===== src/sv/hvac_bus_pkg.sv =====
`timescale 1ns / 1ps

package hvac_bus_pkg;

    // frame layout
    localparam int unsigned FRAME_LEN = 14;
    localparam int unsigned STORE_LEN = FRAME_LEN - 1;
    localparam int unsigned XOR_FIRST = 1;
    localparam int unsigned XOR_LAST  = 11;

    localparam logic [7:0]  START_BYTE  = 8'h32;
    localparam logic [7:0]  END_BYTE    = 8'h34;
    localparam logic [17:0] TEMP_OFFSET = 18'd55;
    localparam logic [4:0]  STOP_DIR_RESET = 5'd31;

    // command codes
    localparam logic [7:0] CMD_STATE    = 8'h20;
    localparam logic [7:0] CMD_CONTROL  = 8'hC0;
    localparam logic [7:0] CMD_OUTDOOR  = 8'hC1;
    localparam logic [7:0] CMD_CTRL_ST  = 8'hC6;
    localparam logic [7:0] CMD_FLAGS    = 8'hF0;
    localparam logic [7:0] CMD_VALVES   = 8'hF1;
    localparam logic [7:0] CMD_POWER    = 8'hF3;

    // register indexes
    localparam logic REG_STOP_DIR = 1'b0;

    typedef enum logic [2:0] {
        ST_OK           = 3'd0,
        ST_BAD_START    = 3'd1,
        ST_BAD_LENGTH   = 3'd2,
        ST_BAD_END      = 3'd3,
        ST_BAD_CHECKSUM = 3'd4
    } t_status;

    // frame bytes 1 to 12 as kept for decoding
    typedef logic [12:1][7:0] t_payload;

    typedef struct packed {
        logic        last_of_run;
        logic signed [17:0] field_value;
        logic [3:0]  field_index;
        logic [7:0]  command_code;
        logic [7:0]  dest_address;
        logic [7:0]  source_address;
        logic        is_header;
        t_status     status;
    } t_result;

    function automatic logic [17:0] f_temp(input logic [7:0] b);
        f_temp = {10'd0, b} - TEMP_OFFSET;
    endfunction

    function automatic logic [17:0] f_raw(input logic [7:0] b);
        f_raw = {10'd0, b};
    endfunction

    function automatic logic [17:0] f_flag(input logic b);
        f_flag = {17'd0, b};
    endfunction

    function automatic logic [3:0] f_field_count(input logic [7:0] cmd);
        logic [3:0] n;
        unique case (cmd)
            CMD_STATE:   n = 4'd8;
            CMD_CONTROL: n = 4'd8;
            CMD_OUTDOOR: n = 4'd1;
            CMD_CTRL_ST: n = 4'd1;
            CMD_FLAGS:   n = 4'd10;
            CMD_VALVES:  n = 4'd4;
            CMD_POWER:   n = 4'd5;
            default:     n = 4'd9;
        endcase
        f_field_count = n;
    endfunction

    function automatic logic signed [17:0] f_field_value(
        input t_payload   d,
        input logic [3:0] k,
        input logic [4:0] stop_dir
    );
        logic [4:0]  wind;
        logic [15:0] prod;
        logic [17:0] v;
        wind = (d[7][7:3] == 5'd0) ? stop_dir : d[7][7:3];
        prod = 16'(d[8]) * 16'(d[9]);
        v    = '0;
        unique case (d[3])
            CMD_STATE: begin
                unique case (k)
                    4'd0:    v = f_temp(d[4]);
                    4'd1:    v = f_temp(d[5]);
                    4'd2:    v = f_temp(d[6]);
                    4'd3:    v = {13'd0, wind};
                    4'd4:    v = {15'd0, d[7][2:0]};
                    4'd5:    v = {12'd0, d[8][5:0]};
                    4'd6:    v = f_flag(d[8][7]);
                    4'd7:    v = f_temp(d[11]);
                    default: v = '0;
                endcase
            end
            CMD_CONTROL: begin
                unique case (k)
                    4'd0:    v = f_raw(d[4]);
                    4'd1:    v = f_flag(d[6][7]);
                    4'd2:    v = f_flag(d[6][5]);
                    4'd3:    v = f_flag(d[6][2]);
                    4'd4:    v = f_flag(|d[7][1:0]);
                    4'd5:    v = f_temp(d[8]);
                    4'd6:    v = f_temp(d[10]);
                    4'd7:    v = f_temp(d[11]);
                    default: v = '0;
                endcase
            end
            CMD_OUTDOOR: v = f_temp(d[8]);
            CMD_CTRL_ST: v = f_raw(d[4]);
            CMD_FLAGS: begin
                unique case (k)
                    4'd0:    v = f_flag(d[4][7]);
                    4'd1:    v = f_flag(d[4][6]);
                    4'd2:    v = f_flag(d[4][5]);
                    4'd3:    v = f_flag(d[4][4]);
                    4'd4:    v = f_flag(d[4][3]);
                    4'd5:    v = f_raw(d[5]);
                    4'd6:    v = f_raw(d[6]);
                    4'd7:    v = f_raw(d[7]);
                    4'd8:    v = f_flag(|d[8][1:0]);
                    4'd9:    v = f_raw(d[10]);
                    default: v = '0;
                endcase
            end
            CMD_VALVES: begin
                unique case (k)
                    4'd0:    v = {2'd0, d[4], d[5]};
                    4'd1:    v = {2'd0, d[6], d[7]};
                    4'd2:    v = {2'd0, d[8], d[9]};
                    4'd3:    v = {2'd0, d[10], d[11]};
                    default: v = '0;
                endcase
            end
            CMD_POWER: begin
                unique case (k)
                    4'd0:    v = f_raw(d[4]);
                    4'd1:    v = f_raw(d[5]);
                    4'd2:    v = f_raw(d[8]);
                    4'd3:    v = {9'd0, d[9], 1'b0};
                    4'd4:    v = {1'b0, prod, 1'b0};
                    default: v = '0;
                endcase
            end
            default: begin
                unique case (k)
                    4'd0:    v = f_raw(d[4]);
                    4'd1:    v = f_raw(d[5]);
                    4'd2:    v = f_raw(d[6]);
                    4'd3:    v = f_raw(d[7]);
                    4'd4:    v = f_raw(d[8]);
                    4'd5:    v = f_raw(d[9]);
                    4'd6:    v = f_raw(d[10]);
                    4'd7:    v = f_raw(d[11]);
                    4'd8:    v = f_raw(d[12]);
                    default: v = '0;
                endcase
            end
        endcase
        f_field_value = $signed(v);
    endfunction

endpackage


===== src/sv/hvac_bus_frame_decoder_unit.sv =====
// order: the header or status result goes through the emitter snapshot and the output register,
//   in that order; field results follow one per cycle while i_m_tready is high
// throughput: one byte per cycle in, one result per cycle out while i_m_tready is high;
//   a last byte waits only while the previous frame's burst (up to 11 results) drains
// reset: i_rst_n low at a rising edge clears byte count, checksum, burst and output
//   valid, and sets stop_direction_code to 31; the byte store is not cleared
`timescale 1ns / 1ps

module hvac_bus_frame_decoder_unit (
    input  logic        i_clk,
    input  logic        i_rst_n,
    // input stream
    input  logic        i_s_tvalid,
    output logic        o_s_tready,
    input  logic [7:0]  i_s_tdata,    // [7:0] rx_byte
    input  logic        i_s_tlast,    // frame_end
    // result stream
    output logic        o_m_tvalid,
    input  logic        i_m_tready,
    output logic [55:0] o_m_tdata,    // [2:0] status, [10:3] source_address,
                                      // [18:11] dest_address, [26:19] command_code,
                                      // [30:27] field_index, [48:31] field_value,
                                      // [55:49] zero
    output logic        o_m_tuser,    // [0] is_header
    output logic        o_m_tlast,    // last_of_run
    // configuration
    input  logic        psel,
    input  logic        penable,
    input  logic        pwrite,
    input  logic [2:0]  paddr,
    input  logic [31:0] pwdata,
    output logic [31:0] prdata,
    output logic        pready
);
    import hvac_bus_pkg::*;

    // configuration register
    logic [4:0] r_stop_dir;

    // frame collection: bytes 0 to 12 of the frame being received
    logic [7:0] r_frame [0:STORE_LEN-1];
    logic [3:0] r_count, n_count;
    logic [7:0] r_xor, n_xor;

    // burst emitter: snapshot of a finished frame
    logic       r_em_active, n_em_active;
    logic [3:0] r_em_idx, n_em_idx;
    t_status    r_em_status, n_em_status;
    t_payload   r_em_bytes;

    // output register
    logic       r_out_valid, n_out_valid;
    t_result    r_out;

    logic       in_xfer;
    logic       frame_done;
    logic       out_load;
    logic       em_last;
    logic       em_free;
    logic [7:0] first_byte;
    logic [3:0] count_inc;
    t_status    frame_status;
    logic [3:0] field_count;
    t_result    em_result;

    // ---------------------------------------------------------------
    // configuration port: always ready, one register at word 0
    // ---------------------------------------------------------------
    assign pready = 1'b1;
    assign prdata = (paddr[2] == REG_STOP_DIR) ? {27'd0, r_stop_dir} : 32'd0;

    always_ff @(posedge i_clk) begin
        if (!i_rst_n) begin
            r_stop_dir <= STOP_DIR_RESET;
        end else if (psel && penable && pwrite && pready && paddr[2] == REG_STOP_DIR) begin
            r_stop_dir <= pwdata[4:0];
        end
    end

    // ---------------------------------------------------------------
    // handshakes
    // ---------------------------------------------------------------
    // the output register takes a new result when empty or being drained
    assign out_load = !r_out_valid || i_m_tready;

    // the emitter can take a new snapshot once its last result moves out
    assign field_count = f_field_count(r_em_bytes[3]);
    assign em_last     = (r_em_status != ST_OK) || (r_em_idx == field_count);
    assign em_free     = !r_em_active || (out_load && em_last);

    // ordinary bytes are always taken; a last byte needs a free emitter
    assign o_s_tready = !i_s_tlast || em_free;
    assign in_xfer    = i_s_tvalid && o_s_tready;
    assign frame_done = in_xfer && i_s_tlast;

    // ---------------------------------------------------------------
    // frame checks on the transaction that carries the last byte
    // ---------------------------------------------------------------
    // byte 0 comes from this transaction when it is the only byte
    assign first_byte = (r_count == 4'd0) ? i_s_tdata : r_frame[0];
    assign count_inc  = (r_count == 4'hF) ? r_count : r_count + 4'd1;

    always_comb begin
        // with exactly 14 bytes the current byte is byte 13 and byte 12 is stored
        priority if (first_byte != START_BYTE) begin
            frame_status = ST_BAD_START;
        end else if (count_inc != 4'(FRAME_LEN)) begin
            frame_status = ST_BAD_LENGTH;
        end else if (i_s_tdata != END_BYTE) begin
            frame_status = ST_BAD_END;
        end else if (r_frame[12] != r_xor) begin
            frame_status = ST_BAD_CHECKSUM;
        end else begin
            frame_status = ST_OK;
        end
    end

    // byte store, no reset: entries are only used after being written this frame
    always_ff @(posedge i_clk) begin
        if (in_xfer && r_count < 4'(STORE_LEN)) begin
            r_frame[r_count] <= i_s_tdata;
        end
    end

    always_comb begin
        n_count = r_count;
        n_xor   = r_xor;
        if (in_xfer) begin
            if (i_s_tlast) begin
                n_count = '0;
                n_xor   = '0;
            end else begin
                n_count = count_inc;
                if (r_count >= 4'(XOR_FIRST) && r_count <= 4'(XOR_LAST)) begin
                    n_xor = r_xor ^ i_s_tdata;
                end
            end
        end
    end

    // ---------------------------------------------------------------
    // result selection for the current burst position
    // ---------------------------------------------------------------
    always_comb begin
        em_result        = '0;
        em_result.status = r_em_status;
        if (r_em_status != ST_OK) begin
            // failed frame: a single status result with zero payload
            em_result.is_header   = 1'b1;
            em_result.last_of_run = 1'b1;
        end else begin
            em_result.source_address = r_em_bytes[1];
            em_result.dest_address   = r_em_bytes[2];
            em_result.command_code   = r_em_bytes[3];
            em_result.last_of_run    = em_last;
            if (r_em_idx == 4'd0) begin
                em_result.is_header = 1'b1;
            end else begin
                em_result.field_index = r_em_idx - 4'd1;
                em_result.field_value =
                    f_field_value(r_em_bytes, r_em_idx - 4'd1, r_stop_dir);
            end
        end
    end

    // ---------------------------------------------------------------
    // emitter and output register next state
    // ---------------------------------------------------------------
    always_comb begin
        n_em_active = r_em_active;
        n_em_idx    = r_em_idx;
        n_em_status = r_em_status;
        n_out_valid = r_out_valid;

        if (out_load) begin
            n_out_valid = r_em_active;
            if (r_em_active) begin
                if (em_last) begin
                    n_em_active = 1'b0;
                end else begin
                    n_em_idx = r_em_idx + 4'd1;
                end
            end
        end

        // a new frame snapshot wins over the retiring burst
        if (frame_done) begin
            n_em_active = 1'b1;
            n_em_idx    = '0;
            n_em_status = frame_status;
        end
    end

    always_ff @(posedge i_clk) begin
        if (!i_rst_n) begin
            r_count     <= '0;
            r_xor       <= '0;
            r_em_active <= 1'b0;
            r_em_idx    <= '0;
            r_em_status <= ST_OK;
            r_out_valid <= 1'b0;
        end else begin
            r_count     <= n_count;
            r_xor       <= n_xor;
            r_em_active <= n_em_active;
            r_em_idx    <= n_em_idx;
            r_em_status <= n_em_status;
            r_out_valid <= n_out_valid;
        end
    end

    // payload registers
    always_ff @(posedge i_clk) begin
        if (frame_done) begin
            for (int i = 1; i <= 12; i++) begin
                r_em_bytes[i] <= r_frame[i];
            end
        end
        if (out_load && r_em_active) begin
            r_out <= em_result;
        end
    end

    // ---------------------------------------------------------------
    // output packing
    // ---------------------------------------------------------------
    assign o_m_tvalid = r_out_valid;
    assign o_m_tuser  = r_out.is_header;
    assign o_m_tlast  = r_out.last_of_run;
    assign o_m_tdata  = {7'd0,
                         r_out.field_value,
                         r_out.field_index,
                         r_out.command_code,
                         r_out.dest_address,
                         r_out.source_address,
                         r_out.status};

    // ---------------------------------------------------------------
    // assertions
    // ---------------------------------------------------------------
    // a last byte is only taken when the emitter can hold its snapshot
    a_snapshot_free: assert property (@(posedge i_clk) disable iff (!i_rst_n)
        frame_done |-> em_free)
        else $error("frame end taken while burst still pending");

    // the burst position never passes the longest field list
    a_idx_range: assert property (@(posedge i_clk) disable iff (!i_rst_n)
        r_em_active |-> r_em_idx <= 4'd10)
        else $error("burst index out of range");

    // a failed frame yields a lone header marked last
    a_status_alone: assert property (@(posedge i_clk) disable iff (!i_rst_n)
        o_m_tvalid && o_m_tdata[2:0] != ST_OK |-> o_m_tuser && o_m_tlast)
        else $error("status result not a lone header");

    // field results only come from good frames
    a_field_ok: assert property (@(posedge i_clk) disable iff (!i_rst_n)
        o_m_tvalid && !o_m_tuser |-> o_m_tdata[2:0] == ST_OK)
        else $error("field result with failed status");

endmodule

===== config.mk =====
export PLATFORM = sky130hd
export DESIGN_NAME = hvac_bus_frame_decoder_unit
export DESIGN_NICKNAME = d
export VERILOG_FILES = /design/src/sv/hvac_bus_pkg.sv /design/src/sv/hvac_bus_frame_decoder_unit.sv
export SDC_FILE = /design/constraint.sdc
export NUM_CORES = 1
export LEC_CHECK = 0
export ABC_AREA = 0
export BUFFER_PORTS_ARGS = -buffer_cell sky130_fd_sc_hd__buf_4
export CORE_MARGIN = 2
export CORE_UTILIZATION = 29
export CTS_BUF_LIST = sky130_fd_sc_hd__clkbuf_8 sky130_fd_sc_hd__clkbuf_16
export DETAILED_ROUTE_END_ITERATION = 8
export SETUP_SLACK_MARGIN = 0.2
export SYNTH_ARGS = -nofsm -noshare
export SYNTH_HDL_FRONTEND = slang
export SYNTH_SLANG_ARGS = --single-unit

===== constraint.sdc =====
create_clock -name i_clk -period 4.2 [get_ports i_clk]
set_clock_uncertainty 0.05 [all_clocks]
set_input_delay 1.26 -clock i_clk [delete_from_list [all_inputs] [get_ports i_clk]]
set_output_delay 1.26 -clock i_clk [all_outputs]
set_load 0.01 [all_outputs]

Word level (Yosys, flattened, before mapping)
Memory sizes are Yosys's and may differ from the RTL's. A register that Yosys moved wholly into a read port is not among the register bits.
Index checks and enable logic that the tools add are counted.
{"block": "word_totals", "reg_bits": 85, "ramBits": 104, "inputBits": 51, "out_inout_bits": 93, "memories": 1}
{"memory": "r_frame", "words": 13, "word_bits": 8, "rd": 13, "rd_clocked_by_memory_dff": 11, "wr": 1, "line": "hvac_bus_frame_decoder_unit.sv:41", "text": "logic [7:0] r_frame [0:STORE_LEN-1];"}
{"block": "op_classes", "add_sub_neg": 9, "multipliers": 1, "order_cmp": 3, "eq_ne": 22, "muxes": 26, "bitwise": 4, "reduce_logical": 31}
{"cell": "$pmux 18 s8", "n": 2}
{"cell": "$pmux 18 s7", "n": 1}
{"cell": "$pmux 17 s5", "n": 1}
{"cell": "$pmux 8 s10", "n": 1}
{"cell": "$pmux 8 s9", "n": 1}
{"cell": "$pmux 16 s4", "n": 1}
{"cell": "$sub 8x6->9 const B", "n": 6}
{"cell": "$eq 8x8->1 const B", "n": 6}
{"cell": "$mux 8", "n": 3}
{"cell": "$pmux 4 s5", "n": 1}
{"cell": "$eq 4x3->1 const B", "n": 4}
{"cell": "$mul 8x8->16", "n": 1}
{"cell": "$ne 8x6->1 const B", "n": 2}
{"cell": "$eq 4x4->1 const B", "n": 3}
{"cell": "$logic_not 4->1", "n": 3}
{"cell": "$mux 3", "n": 4}
{"cell": "$reduce_or 2->1", "n": 6}
{"cell": "$mux 5", "n": 2}
{"cell": "$logic_and 1x1->1", "n": 9}
{"cell": "$add 4x1->4 const B", "n": 2}
{"cell": "$eq 4x2->1 const B", "n": 2}
{"cell": "$eq 8x6->1 const B", "n": 1}
{"cell": "$mux 4", "n": 2}
{"cell": "$ne 8x8->1", "n": 1}
{"cell": "other kinds (17)", "n": 31}

Depth between registers and ports, before layout
Gate-level depths: netlist of run 1.
{"block": "depth", "depth_word": 12, "mapped_depth": 19}

Worst setup path after synthesis of run 1
OpenSTA, ideal clock, no wires.
{"block": "synth_timing", "kind": "input-to-reg", "start": "in i_s_tvalid", "end": "reg r_em_bytes[0] (netlist name) (read register of r_frame), enable pin", "arrival_ns": 4.000, "t_required_ns": 3.700, "setup_slack_ns": -0.300, "stages": 5, "n_path_buf": 1, "path_cell_list": "clkbuf_1 > nand2_1 > nor4b_1 > a21oi_1 > inv_1"}
{"block": "synth_via", "elab_chain_len": 2}
{"item": "start: declaration", "line": "hvac_bus_frame_decoder_unit.sv:13", "text": "input logic i_s_tvalid,"}
{"item": "$logic_and 1x1->1", "line": "hvac_bus_frame_decoder_unit.sv:93", "text": "assign in_xfer = i_s_tvalid && o_s_tready;"}
{"item": "$logic_and 1x1->1", "line": "hvac_bus_frame_decoder_unit.sv:94", "text": "assign frame_done = in_xfer && i_s_tlast;"}
{"item": "via frame_done", "line": "hvac_bus_frame_decoder_unit.sv:56", "text": "logic frame_done;"}
{"item": "end: declaration", "line": "hvac_bus_frame_decoder_unit.sv:49", "text": "t_payload r_em_bytes;"}
The timed path passes the listed nets, and every way through them passes these cells.
A chain may end at the register's enable or synchronous reset.

Worst setup path after layout of run 1
{"block": "layout_timing", "start": "reg r_em_bytes[66] (netlist name) (read register of r_frame)", "end": "reg r_out, in the netlist o_m_tdata[45], data pin"}
{"block": "layout_via", "elab_chain_len": 3}
{"item": "$mul 8x8->16", "line": "hvac_bus_pkg.sv:86", "text": "prod = 16'(d[8]) * 16'(d[9]);"}
{"item": "$pmux 17 s5", "line": "hvac_bus_pkg.sv:142", "text": "unique case (k)"}
{"item": "$pmux 18 s7", "line": "hvac_bus_pkg.sv:88", "text": "unique case (d[3])"}
{"item": "end signal: assignment", "line": "hvac_bus_frame_decoder_unit.sv:220", "text": "r_out <= em_result;"}
{"item": "end: declaration", "line": "hvac_bus_frame_decoder_unit.sv:53", "text": "t_result r_out;"}
No other way between the ends.

==> results.json, run 1 <==
{
  "min_period_over_period_pct": 105.5,
  "insertion_delay_ns": 0.58,
  "syn_avg_cell_area_um2": 11.48,
  "timing.critical_path.from": "r_em_bytes[66]$_DFFE_PP_",
  "overflow": 0,
  "cp_slowest_cell": "fa_1",
  "synth_ff_type": "edfxtp_1",
  "post-dp-hpwl_mm": 34.45,
  "final-setup-viol-count": 8,
  "crit_path_cell_trace": "and2_4 -> fa_1 -> inv_1 -> fa_1 -> fa_1 -> fa_1 -> inv_2 -> ha_4 -> o21ai_2 -> o21bai_1 -> a31o_2 -> nand4_1 -> and3b_2 -> xnor2_2 -> nand2_1 -> a31oi_1",
  "nFillCells": 5065,
  "dieArea_um2": 53820,
  "core_region_area_um2": 51300,
  "ys_ff_latch": 277,
  "worst_slack_ns": -0.2320,
  "synth.distinct_cells": 86,
  "die_h_um": 232.0,
  "vias": 11470,
  "yosysWarnings": 0,
  "regArea_um2": 8058,
  "hold_viol": 0,
  "clk_pin_slew_worst_paths_ns": 0.06,
  "ant_nets": 0,
  "hold_class": "reg2reg",
  "cellPowerDensity_nw_per_um2": 379.0,
  "routed.top_layer": "met5",
  "synth-edff-count": 251,
  "die_x_um": 232.0,
  "multi_input_area_um2": 6683,
  "syn-cell-area_um2": 15070,
  "antenna_found_initial": 1,
  "track_usage_pct": 17.07,
  "numCtsBuffers": 28,
  "synth_top_cell_by_area": "edfxtp_1",
  "h-tree-depth": 1,
  "ys_seq_area_share_pct": 53.46,
  "failed_checks": "setup timing",
  "synth_top_cell_area_share_pct": 50.00,
  "cp_slowest_stage_delay_ns": 0.52,
  "status": "finished, violations left",
  "gp_congestion": 0.9881,
  "grt_pass1_vias": 11340,
  "worstMarginPinSlew_ns": 1.010,
  "max_clock_freq_mhz": 225.6,
  "dr.pass1.iters": 8,
  "worstSetupPathType": "reg2reg",
  "cp_data_required_time_ns": 4.42,
  "cp.arrival_ns": 4.65,
  "ys_top_cells_by_area": "edfxtp_1 50%, fa_1 4.8%, ha_1 4.2%",
  "drc": 0,
  "wl_met2_mm": 21.97,
  "finish.utilization_pct": 36.01,
  "hp-start": "r_frame[10][1]$_DFFE_PP_",
  "cts_buffer_depth": 3,
  "layout.nets": 1623,
  "async_flop_share_pct": 0,
  "wirelength_mm": 47.01,
  "hold_buffers": 0,
  "viasPerCell": 5.245,
  "wl_per_cell_um": 21.49,
  "pin_count": 144,
  "drv_slew": 0,
  "max_slew_margin_pct": 32.28,
  "wl_met1_mm": 19.50,
  "initial_utilization_pct": 29.38,
  "cellLeakagePower_nw": 6.801,
  "min_period_ns": 4.432,
  "tns_ns": -1.072,
  "whs_ns": 0.3389,
  "cts_sinks": 277,
  "fin_cells": 2187,
  "port_buffers": 79,
  "dp.cells": 2107,
  "synthCells": 1313,
  "cpMostUsedCell": "fa_1",
  "grt_max_degree": 59,
  "reg2reg_from": "r_em_bytes[66]$_DFFE_PP_",
  "cp-end-kind": "flop",
  "rows": 83,
  "tritoncts": "built",
  "max_cap_viol_count": 0,
  "cp_max_fo": 6,
  "vdd_ir_drop_max_mv": 0.2662,
  "post-place-ws_ns": -0.2677,
  "layout-drive-gt1-share_pct": 22.63,
  "ctsRootBufferMaster": "clkbuf_16",
  "route.met3.wl_mm": 3.557,
  "rsz0062_at_grt": "yes",
  "diodes": 0,
  "critPathLaunchType": "flop",
  "drtIter0Drc": 1227,
  "syn_to_final_growth_pct": 22.56,
  "grt_pass1_wl_mm": 69.58
}
==> cells by family after synthesis <==
kind of cell	count (synthesis)	share of synthesized area, %
adder cells (fa/ha/maj)	87	9.015
flip-flops	277	53.46
buffers and inverters	180	5.454
AND/OR/NAND/NOR	379	12.87
other	2	0.04982
AO/OA/AOI/OAI	332	15.82
multiplexers	10	0.6641
XOR/XNOR	46	2.673
==> per-stage QoR <==
stage	power (mW)	cell area (um2)
2_1_floorplan	4.006	15360
5_1_grt	7.305	18470
4_1_cts	7.023	18400
3_3_place_gp	4.418	17030
6_report	7.001	18470
3_5_place_dp	4.434	17030
==> registers in the layout (all words and copies together) (netlist names) <==
name         flops
r_em_idx         4
r_em_bytes      96
r_xor            8
o_m_tvalid       1
r_em_status      3
r_em_active      1
o_m_tdata       49
o_m_tuser        1
r_frame        104
r_count          4
o_m_tlast        1
r_stop_dir       5
==> worst max-delay path: cells and delay by family (launching register included) <==
family,cells,cell delay (ns)
flops,1,0.49
xor+xnor,1,0.14
buf+inv,2,0.10
compound gates,4,0.54
fa+ha+maj,5,2.24
simple gates,4,0.62
==> report_power, final <==
group	internal (mW)	total, mW	switching [mW]	leakage (nW)
Sequential	3.10	3.18	0.0825	2.53
Combinational	0.644	1.38	0.733	3.79
Clock	1.40	2.44	1.04	0.482
==> layout by cell type, fill, tap and decap left out, types with 8 or more instances in the layout <==
master	instances
and3_1	9
nor2_1	66
xor2_1	20
conb_1	35
a22o_1	13
nor3_1	12
a31oi_1	22
a21o_1	12
a221oi_1	18
o21a_1	8
xnor2_1	21
clkbuf_16	28
buf_6	12
mux2i_1	9
fa_1	32
ha_1	43
buf_4	194
nor3b_1	11
a22oi_1	43
nor2b_1	15
edfxtp_1	251
inv_1	80
nand2_1	106
a21oi_1	71
and2_4	12
dfxtp_1	26
nor4_1	8
a222oi_1	14
and2_1	61
nand2b_1	10
o21ai_0	26
nand3_1	23
==> final timing paths <==
path | endpoint | slack, ns | cells after the start
setup / recovery | o_m_tdata[45]$_SDFFCE_PP0P_ | -0.23 | 16
setup reg to reg | o_m_tdata[45]$_SDFFCE_PP0P_ | -0.23 | 16
hold reg to reg | r_em_bytes[73]$_DFFE_PP_ | 0.34 | 0
hold / removal | r_em_bytes[73]$_DFFE_PP_ | 0.34 | 0
==> synthesized netlist by cell type, types with 7 or more instances <==
| cell | n |
|---|---|
| a21o_1 | 12 |
| a21oi_1 | 78 |
| a221oi_1 | 18 |
| a222oi_1 | 14 |
| a22o_1 | 13 |
| a22oi_1 | 43 |
| a31oi_1 | 23 |
| and2_1 | 73 |
| and3_1 | 9 |
| buf_4 | 35 |
| clkbuf_1 | 54 |
| dfxtp_1 | 26 |
| edfxtp_1 | 251 |
| fa_1 | 36 |
| ha_1 | 51 |
| inv_1 | 80 |
| mux2i_1 | 10 |
| nand2_1 | 107 |
| nand2b_1 | 11 |
| nand3_1 | 24 |
| nand4_1 | 7 |
| nor2_1 | 71 |
| nor2b_1 | 15 |
| nor3_1 | 16 |
| nor3b_1 | 12 |
| nor4_1 | 9 |
| o21a_1 | 8 |
| o21ai_0 | 29 |
| xnor2_1 | 26 |
| xor2_1 | 20 |
==> layer usage <==
| layer | vias up | global-route usage, % |
|---|---|---|
| met5 | - | 0 |
| li1 | 5156 | - |
| met2 | 531 | 27.96 |
| met4 | 2 | 7.232 |
| met1 | 5657 | 22.17 |
| met3 | 125 | 3.021 |
==> what timing repair did <==
item                       4_1_cts  5_1_grt
gates resized for setup         51       16
pin swaps                       44       20
setup buffers                   25        3
setup endpoints to repair       13       13
==> final cells by class <==
cell class / count / share of cell area [%]
clock inverter: 21 / 1.002
tap: 680 / 4.605
clock buffer: 31 / 4.016
sequential: 277 / 43.62
inverter: 80 / 1.646
multi-input combinational: 889 / 36.17
timing repair buffer: 209 / 8.940
(Power assumes the default switching activity.)
==> run 2, diff against run 1 <==
--- a/config.mk
+++ b/config.mk
@@ -8,9 +8,10 @@
 export ABC_AREA = 0
 export BUFFER_PORTS_ARGS = -buffer_cell sky130_fd_sc_hd__buf_4
 export CORE_MARGIN = 2
-export CORE_UTILIZATION = 29
+export CORE_UTILIZATION = 65
 export CTS_BUF_LIST = sky130_fd_sc_hd__clkbuf_8 sky130_fd_sc_hd__clkbuf_16
 export DETAILED_ROUTE_END_ITERATION = 8
+export PLACE_DENSITY = 0.86
 export SETUP_SLACK_MARGIN = 0.2
 export SYNTH_ARGS = -nofsm -noshare
 export SYNTH_HDL_FRONTEND = slang
==> constraint.sdc (replaced) <==
create_clock -name i_clk -period 5.3 [get_ports i_clk]
set_clock_uncertainty 0.05 [all_clocks]
set_input_delay 1.59 -clock i_clk [delete_from_list [all_inputs] [get_ports i_clk]]
set_output_delay 1.59 -clock i_clk [all_outputs]
set_load 0.01 [all_outputs]
==> results.json, run 2 (same netlist as run 1, synthesis figures left out) <==
{
  "antenna_found_initial": 4,
  "die_x_um": 156.3,
  "clkPwrFrac_pct": 36.1,
  "min_period_over_period_pct": 95.66,
  "viasPerCell": 6.831,
  "fin_area_um2": 16830,
  "insertion_delay_ns": 0.58,
  "max_slew_margin_pct": 12.97,
  "p_sw_mw": 1.351,
  "cp-end-kind": "flop",
  "vdd_ir_drop_max_mv": 0.3389,
  "cp_max_fo": 11,
  "ctsRootBufferMaster": "clkbuf_16",
  "rows": 55,
  "clk_pin_slew_worst_paths_ns": 0.06,
  "hold_class": "reg2reg",
  "regArea_um2": 8058,
  "pin_count": 144,
  "dp.cells": 1641,
  "final_cell_mix": "251 x edfxtp_1, 110 x buf_4, 107 x nand2_1, 89 x inv_1, 78 x a21oi_1",
  "layout.nets": 1526,
  "wirelength_mm": 45.00,
  "post-dp-hpwl_mm": 31.81,
  "worstSetupPathType": "reg2reg",
  "cellLeakagePower_nw": 6.207,
  "dieArea_um2": 24420,
  "hold_viol": 0,
  "max_cap_viol_count": 0,
  "critPathLaunchType": "flop",
  "rsz0062_at_grt": "yes",
  "multi_input_area_um2": 6359,
  "hold_buffers": 0,
  "regMostFlops": "r_frame",
  "vias": 11590,
  "numCtsBuffers": 28,
  "drv_slew": 0,
  "grt_pass1_wl_mm": 66.75,
  "min_period_ns": 5.070,
  "dr.pass1.iters": 9,
  "cp_data_required_time_ns": 5.50,
  "intPower_mw": 3.839,
  "layout-drive-gt1-share_pct": 12.91,
  "drtIter0Drc": 1634,
  "h-tree-depth": 1,
  "final_common_cell": "edfxtp_1",
  "worstMarginPinSlew_ns": 1.304,
  "cellPowerDensity_nw_per_um2": 308.2,
  "cts_buffer_depth": 3,
  "drc": 1,
  "syn_to_final_growth_pct": 11.69,
  "wl_per_cell_um": 26.53,
  "grt_pass1_vias": 11140,
  "cp.arrival_ns": 5.27,
  "final-setup-viol-count": 0,
  "port_buffers": 79,
  "grt_max_degree": 70,
  "core_region_area_um2": 22710,
  "max_clock_freq_mhz": 197.2,
  "swShare_pct": 26.03,
  "largest_reg_flops": 104,
  "track_usage_pct": 36.91,
  "whs_ns": 0.3671,
  "placed_cell_area_um2": 15910,
  "ant_nets": 0,
  "cts_sinks": 277,
  "tritoncts": "built",
  "failed_checks": "DRC",
  "overflow": 0,
  "combinationalPowerShare_pct": 15.1,
  "p_seq_share_pct": 48.9,
  "fin_cells": 1696,
  "nFillCells": 1498,
  "status": "finished, violations left",
  "die_h_um": 156.3,
  "initial_utilization_pct": 66.37,
  "tns_ns": 0,
  "gp_congestion": 1.054
}
==> run 2: cell types whose count changed in the layout (fill, tap and decap cells not counted), moves of 5 or more <==
cell     change
a21oi_2      -6
inv_1        +9
xnor2_2      -5
ha_1         +8
buf_4       -84
inv_2        -7
a21oi_1      +7
ha_4         -7
and2_4      -12
xnor2_1      +5
and2_1      +12
buf_6       -11
==> run 2: cell type report <==
type,instances,area share [%]
clock inverter,18,0.6317
multi-input combinational,889,37.77
timing repair buffer,112,5.091
antenna,1,0.01486
inverter,80,1.791
clock buffer,34,4.719
tap,285,2.118
sequential,277,47.86
==> run 2: stage by stage <==
step                      utilization (%)  worst slack [ns]  power (mW)
final                               74.13            0.2299       5.189
after global routing                74.12            0.1438       5.366
after CTS                           74.01            0.3002       5.184
after detailed placement            70.04            0.3564       3.343
after global placement              70.04            0.4704       3.309
after floorplan                         -            0.4703       3.117
==> run 2: repair_timing <==
item / 4_1_cts / 5_1_grt
setup buffers: 0 / 1
setup endpoints to repair: 1 / 4
resized for setup: 1 / 1
==> run 2: power groups by stage <==
| stage | combinational (mW) | sequential, mW | clock [mW] |
|---|---|---|---|
| after global routing | 0.864 | 2.54 | 1.97 |
| after CTS | 0.775 | 2.53 | 1.88 |
| after detailed placement | 0.769 | 2.57 | 0 |
| final | 0.782 | 2.54 | 1.87 |
| after floorplan | 0.568 | 2.55 | 0 |
| after global placement | 0.738 | 2.57 | 0 |
==> run 2: final timing paths <==
kind | slack [ns] | from | depth (start not counted) | endpoint
max | 0.23 | r_em_bytes[68]$_DFFE_PP_ | 15 | o_m_tdata[38]$_SDFFCE_PP0P_
min | 0.37 | r_frame[6][3]$_DFFE_PP_ | 0 | r_em_bytes[43]$_DFFE_PP_
max reg2reg | 0.23 | r_em_bytes[68]$_DFFE_PP_ | 15 | o_m_tdata[38]$_SDFFCE_PP0P_
min reg2reg | 0.37 | r_frame[6][3]$_DFFE_PP_ | 0 | r_em_bytes[43]$_DFFE_PP_
==> run 2: layer usage <==
layer  GRT usage [%]  vias up  part of all wire (%)
met4           12.54        4                   4.3
met5               0        -                 0.060
met3           9.111      183                    13
met2           57.12      846                    45
met1           51.71     5591                    38
li1                -     4961                     -
==> run 2: worst max-delay path: stages, from the launching register on <==
cell      delay [ns]
edfxtp_1        0.69
nand2_1         0.16
fa_1            0.44
inv_1           0.09
fa_1            0.39
inv_1           0.09
fa_1            0.45
fa_1            0.55
inv_1           0.04
ha_1            0.32
a21boi_0        0.36
nor2_1          0.11
a22oi_1         0.27
a31oi_1         0.13
o31ai_1         0.45
nand3_1         0.15
